### src/rtl/lrp_pkg.sv
// package: shared types, action codes and constants of the lanczos resample pass
`default_nettype none

package lrp_pkg;

    localparam int DEF_MAX_LEN   = 4096;
    localparam int DEF_MAX_TAPS  = 32;
    localparam int DEF_FRAC_BITS = 22;

    localparam int OUT_LEN_W = 13;
    localparam logic [OUT_LEN_W-1:0] OUT_LEN_RESET = 13'd4096;

    localparam int PIX_W  = 24;
    localparam int WGT_W  = 32;
    localparam int PROD_W = 41;
    localparam int ACC_W  = 48;

    typedef enum logic [1:0] {
        ACT_SET_ROW     = 2'd0,
        ACT_LOAD_WEIGHT = 2'd1,
        ACT_WRITE_PIXEL = 2'd2,
        ACT_PRODUCE     = 2'd3
    } action_t;

    typedef struct packed {
        action_t            action;
        logic [11:0]        index;
        logic [4:0]         tap;
        logic [11:0]        start_req;
        logic [5:0]         tap_count;
        logic signed [31:0] weight;
        logic [7:0]         red_in;
        logic [7:0]         green_in;
        logic [7:0]         blue_in;
    } in_item_t;

    typedef struct packed {
        logic [11:0] out_index;
        logic [7:0]  red_out;
        logic [7:0]  green_out;
        logic [7:0]  blue_out;
        logic        bad_index;
    } out_item_t;

    typedef struct packed {
        logic init;
        logic tap_valid;
    } mac_ctrl_t;

endpackage

`default_nettype wire

### src/rtl/lrp_mac.sv
// three-channel multiply-accumulate with rounding bias and output clamp
`default_nettype none

module lrp_mac #(
    parameter int FRAC_BITS = lrp_pkg::DEF_FRAC_BITS
) (
    input  wire logic                              aclk,
    input  wire logic                              aresetn,
    input  wire lrp_pkg::mac_ctrl_t                ctrl,
    input  wire logic [lrp_pkg::PIX_W-1:0]         pixel,
    input  wire logic signed [lrp_pkg::WGT_W-1:0]  weight,
    output logic                                   busy,
    output logic [7:0]                             red,
    output logic [7:0]                             green,
    output logic [7:0]                             blue
);

    localparam int PW = lrp_pkg::PROD_W;
    localparam int AW = lrp_pkg::ACC_W;

    logic signed [PW-1:0] prod_reg [3];
    logic                 prod_valid_reg;
    logic signed [AW-1:0] acc_reg  [3];
    logic [7:0]           chan [3];
    logic [7:0]           clamped [3];
    logic signed [AW-1:0] shifted [3];

    assign chan[0] = pixel[23:16];
    assign chan[1] = pixel[15:8];
    assign chan[2] = pixel[7:0];

    always_ff @(posedge aclk) begin
        if (!aresetn) begin
            prod_valid_reg <= 1'b0;
        end else begin
            prod_valid_reg <= ctrl.tap_valid;
        end
    end

    always_ff @(posedge aclk) begin
        for (int c = 0; c < 3; c++) begin
            prod_reg[c] <= $signed({1'b0, chan[c]}) * weight;
            if (ctrl.init) begin
                acc_reg[c] <= AW'(1) << (FRAC_BITS - 1);
            end else if (prod_valid_reg) begin
                acc_reg[c] <= acc_reg[c] + AW'(prod_reg[c]);
            end
        end
    end

    always_comb begin
        for (int c = 0; c < 3; c++) begin
            shifted[c] = acc_reg[c] >>> FRAC_BITS;
            if (acc_reg[c][AW-1]) begin
                clamped[c] = 8'd0;
            end else if (shifted[c] > AW'(255)) begin
                clamped[c] = 8'd255;
            end else begin
                clamped[c] = shifted[c][7:0];
            end
        end
    end

    assign busy  = prod_valid_reg;
    assign red   = clamped[0];
    assign green = clamped[1];
    assign blue  = clamped[2];

endmodule

`default_nettype wire

### config.mk
export PLATFORM = sky130hd
export DESIGN_NAME = lrp_mac
export DESIGN_NICKNAME = d
export VERILOG_FILES = /design/src/rtl/lrp_pkg.sv /design/src/rtl/lrp_mac.sv
export SDC_FILE = /design/constraint.sdc
export NUM_CORES = 2
export LEC_CHECK = 0
export BUFFER_PORTS_ARGS = -buffer_cell sky130_fd_sc_hd__buf_2
export CAP_MARGIN = 20
export CORE_ASPECT_RATIO = 1.5
export CORE_MARGIN = 1
export CORE_UTILIZATION = 65
export CTS_CLUSTER_SIZE = 16
export DETAILED_ROUTE_END_ITERATION = 8
export GPL_TIMING_DRIVEN = 0
export PLACE_DENSITY_LB_ADDON = 0.15
export SYNTH_ARGS = -nofsm -noshare
export SYNTH_HDL_FRONTEND = slang
export SYNTH_SLANG_ARGS = --single-unit
### constraint.sdc
create_clock -name aclk -period 5.9 [get_ports aclk]
set_input_delay 0.59 -clock aclk [delete_from_list [all_inputs] [get_ports aclk]]
set_output_delay 0.59 -clock aclk [all_outputs]
set_load 0.03 [all_outputs]
# [Word level (Yosys, flattened, before mapping)]
# Memory sizes are Yosys's and may differ from the RTL's.
# Cells that the tools add are included.
[classes] addsub=3 n_mul=3 n_div=0 order_cmp=3 n_eq_ne=0 shift=0 muxes=14 n_bitwise=3 reduce_logical=0
[ops] op="adder 48 x 41 -> 48 bit" count=3
[ops] op="2-to-1 mux 48 bit" count=3
[ops] op="multiplier 9 x 32 -> 41 bit" count=3
[ops] op="greater-than comparator 26 x 9 -> 1 bit (second input constant)" count=3
[ops] op="2-to-1 mux 8 bit" count=6
[ops] op="2-to-1 mux 1 bit" count=5
[ops] op="bitwise OR 1 bit" count=3
[totals] ff_bits=1 latch_bits=0 ram_bits=267 mem_bits_ro=0 in_bits=60 memories=2
[mem_list] name="acc_reg" words=3 width=48 rd=3 rd_ports_with_merged_regs=0 write_ports=3 line="lrp_mac.sv:23" text="logic signed [AW-1:0] acc_reg [3];"
[mem_list] name="prod_reg" words=3 width=41 rd=3 rd_ports_with_merged_regs=0 write_ports=3 line="lrp_mac.sv:21" text="logic signed [PW-1:0] prod_reg [3];"

# [Depth between registers and ports, before layout]
[logic_depth] word_depth=4 mapped_depth=23 mapped_depth_nobuf=21

# [Least setup slack after synthesis]
# Ideal clock, no wire load.
[synth_path] path_type="input port to flip-flop" start="in pixel[16] (netlist name)" end="mem prod_reg[0][39] (netlist name)" arrival_time_ns=5.252 required_time_ns=5.777 setup_slack_ns=0.525 stages=21 n_path_buf=2 path_cell_list="clkbuf_1 > nand2_1 > fa_1 > inv_1 > fa_1 > fa_1 > inv_1 > fa_1 > inv_1 > ha_1 > clkbuf_1 > a21oi_1 > o21bai_1 > a21o_1 > a221o_1 > a221o_1 > a31oi_2 > o21bai_1 > nand3_1 > a21oi_1 > xor2_1"
[synth_rtl] item="start, declared" line="lrp_mac.sv:10" text="input wire logic [lrp_pkg::PIX_W-1:0] pixel,"
[synth_rtl] item="end, declared" line="lrp_mac.sv:21"

==> run_results.csv <==
group,metric,value,unit
run_status,status,"completed",
sta,layout_setup_ws,194,ps
synthesis,synthesis.area,42400,um2
flow_run,drv_cap,0,
sta,hold_viol,0,
setup_path,crit_arrival,6140,ps
clock_tree,clock_latency,580,ps
grt,grt_pass1_vias,34600,
setup_path,cp_common_cell,"fa_1",
setup_path,slowest_delay,520,ps
grt,antenna_found_initial,8,
floorplan,die_y,315,um
sta,setup-tns-final,0,ps
pwr,leakage,22.8,nW
pwr,p_per_area,513,nW/um2
clock_tree,ctsHoldBuffers,0,
grt,gr-total-overflow,0,
synthesis,synth.distinct_cells,84,
floorplan,die_w,210,um
grt,grt_use_total,35.9,%
detailed_routing,top_layer,"met5",
detailed_routing,ant_nets,0,
detailed_routing,vias_per_cell,5.84,
placement,gp_congestion,0.986,
detailed_routing,wl_per_cell,19.9,um
layout,nets,5964,
detailed_routing,met1_length,44.7,mm
sta,fin_crit,5710,ps
floorplan,die_area,66200,um2
synthesis,syn_nets,5853,
sta,grt_setup_unrepaired,"false",
synthesis,synth-seq-cells,268,
placement,preCtsSetupSlack,-825,ps
detailed_routing,met3WireLength,8.65,mm
clock_tree,numCtsBuffers,25,
layout,synthToLayoutAreaGrowth,6.10,%
sta,slew_violations,0,
clock_tree,root_buffer,"clkbuf_16",
synthesis,synth_edf_count,144,
setup_path,crit_type,"in2reg",
floorplan,rows,114,
setup_path,crit_path_max_fanout,15,
sta,slew_headroom,23.0,%
layout,fin_util,69.7,%
sta,fin_worst_skew,35.0,ps
synthesis,synthTopCellsByArea,"fa_1 (28%), ha_1 (11%), edfxtp_1 (10%)",
layout,layout-drive-gt1-share,4.86,%
synthesis,yosys.area.top_type,"fa_1",
sta,period_share,96.7,%
setup_path,r2r_slack,2200,ps
floorplan,ios,85,
setup_path,required,6330,ps
grt,grt_pass1_wl,184,mm
sta,fmax,0.175,GHz
clock_tree,clock-sinks,268,
detailed_routing,drc_errors,0,
setup_path,slowest_stage,"clkbuf_1",
clock_tree,cts_buffer_depth,3,
pwr,ir_drop,440,uV
synthesis,syn_inst,4809,
floorplan,core-area,64500,um2
placement,dp_hpwl,95.2,mm
synthesis,yosysSeqAreaShare,16.1,%
clock_tree,cts_resized,14,
detailed_routing,vias,33900,
setup_path,cp-start-kind,"primary input",
setup_path,crit_path_cell_trace,"buf_2 > clkbuf_1 > and2_1 > fa_1 > fa_1 > fa_1 > inv_1 > fa_1 > inv_1 > ha_1 > and2_1 > and3_1 > a221o_1 > a221o_1 > a31oi_4 > o21bai_1 > nand3_1 > a21oi_1 > xor2_1",
placement,place.port_buffers,84,
detailed_routing,drt_iter0_drc,2614,
sta,worst_pin_slew,1160,ps
clock_tree,h-tree-depth,1,
synthesis,synth_area_per_cell,8.81,um2
clock_tree,cts_tree,"built",
layout,largest_register_ffs,144,
detailed_routing,drtPass1Iterations,6,
synthesis,ys.flop_type,"edfxtp_1",
floorplan,start_util,65.7,%
clock_tree,post-cts-setup-buffer-count,0,
grt,grt_max_degree,64,
sta,setup_viol,0,
setup_path,cp-end-kind,"flip-flop",
clock_tree,clk_pin_slew,80,ps
synthesis,synthArstFlopShare,0,%
synthesis,yosys_warnings,0,
hold_path,hold_path.class,"in2reg",
synthesis,synth_top_area_share,28.2,%
detailed_routing,wl_met2,54.3,mm
detailed_routing,wl,116,mm
metal layers:
layer  track usage, %  up-vias
met2             59.6     1427
met1             45.2    16600
met4             21.8        2
li1                 -    15600
met5                0        -
met3             4.08      318
cells in the mapped netlist, types with 5 or more instances:
| library cell | instances |
|---|---|
| o31ai_1 | 11 |
| and3_1 | 28 |
| nor3b_1 | 5 |
| or2_2 | 5 |
| inv_1 | 845 |
| nor3_1 | 31 |
| dfxtp_1 | 124 |
| edfxtp_1 | 144 |
| a41oi_1 | 5 |
| xor2_1 | 82 |
| nor2b_1 | 32 |
| nand2_1 | 449 |
| nand3_1 | 42 |
| ha_1 | 387 |
| a21o_1 | 175 |
| xnor2_1 | 149 |
| and2_1 | 477 |
| a21boi_0 | 7 |
| fa_1 | 597 |
| o21bai_1 | 44 |
| nand2b_1 | 28 |
| mux2i_1 | 5 |
| o21ai_1 | 17 |
| a31oi_1 | 33 |
| a211oi_1 | 14 |
| nor4_1 | 20 |
| nand4_1 | 57 |
| clkbuf_1 | 216 |
| o31a_1 | 7 |
| o211ai_1 | 8 |
| a21oi_2 | 7 |
| or3_1 | 8 |
| a21oi_1 | 276 |
| a2111oi_0 | 5 |
| nor2_1 | 225 |
| a311oi_1 | 5 |
| o21a_1 | 28 |
| o21ai_0 | 118 |
path summary, 6_finish.rpt:
check	start	endpoint	depth (start not counted)
worst min register to register	prod_reg[0][82]$_DFF_P_	acc_reg[2][0]$_SDFFCE_PN0P_	2
worst min-delay path	ctrl[0]	busy$_SDFF_PN0_	2
worst max-delay path	weight[20]	prod_reg[0][39]$_DFF_P_	19
worst max register to register	acc_reg[0][0]$_SDFFCE_PN0P_	acc_reg[0][34]$_SDFFCE_PN0P_	13
cells by family after synthesis:
logic type | Yosys count | synth area share (%)
xor+xnor | 231 | 4.78
mux | 6 | 0.145
flops | 268 | 16.1
compound gates | 833 | 13.0
simple gates | 1422 | 16.9
buf+inv | 1065 | 9.44
fa+ha+maj | 984 | 39.6
critical path, delay by kind of cell:
| family | cells | cell delay, ps |
|---|---|---|
| fa+ha+maj | 5 | 2310 |
| compound gates | 5 | 1220 |
| buf+inv | 4 | 1020 |
| simple gates | 4 | 800 |
| xor+xnor | 1 | 170 |
power by group:
group          internal, mW  leakage, nW  total (mW)  switching (mW)
sequential             2.78         2.57        3.13           0.353
clock                 0.978        0.449        1.76           0.780
combinational          7.07         19.8        18.2            11.1
total                  10.8         22.8        23.1            12.2
cells in the final DEF, fill, tap and decap left out, drive strengths merged, types with 32 or more instances in the layout:
master and count:
nor2b 32, clkbuf 242, and2 477, ha 387, nand2 449, o21bai 44, buf 97, xnor2 149
edfxtp 144, nand4 57, a21oi 285, fa 597, nor2 225, dfxtp 124, o21ai 136, nor3 33
xor2 82, a31oi 36, inv 850, nand3 42, a21o 175
through the flow:
step	std cells	total power, mW	instance area (um2)	hold slack [ps]
floorplan	4809	16.2	42400	593
global placement	5763	20.5	43900	614
detailed placement	5768	20.8	44000	632
CTS	5811	22.7	44900	207
global route	5811	25.2	44900	233
finish	5812	23.1	45000	218
layout make-up:
type / count / area (um2)
flip-flops and latches: 268 / 6810
diodes: 3 / 7.51
well taps: 870 / 1090
multi-input cells: 3476 / 31600
plain buffers: 214 / 875
fillers: 5360 / 19500
inverters: 845 / 3170
repair buffers: 90 / 505
clock inverters: 11 / 86.3
clock buffers: 35 / 811
(Power assumes the default switching activity.)
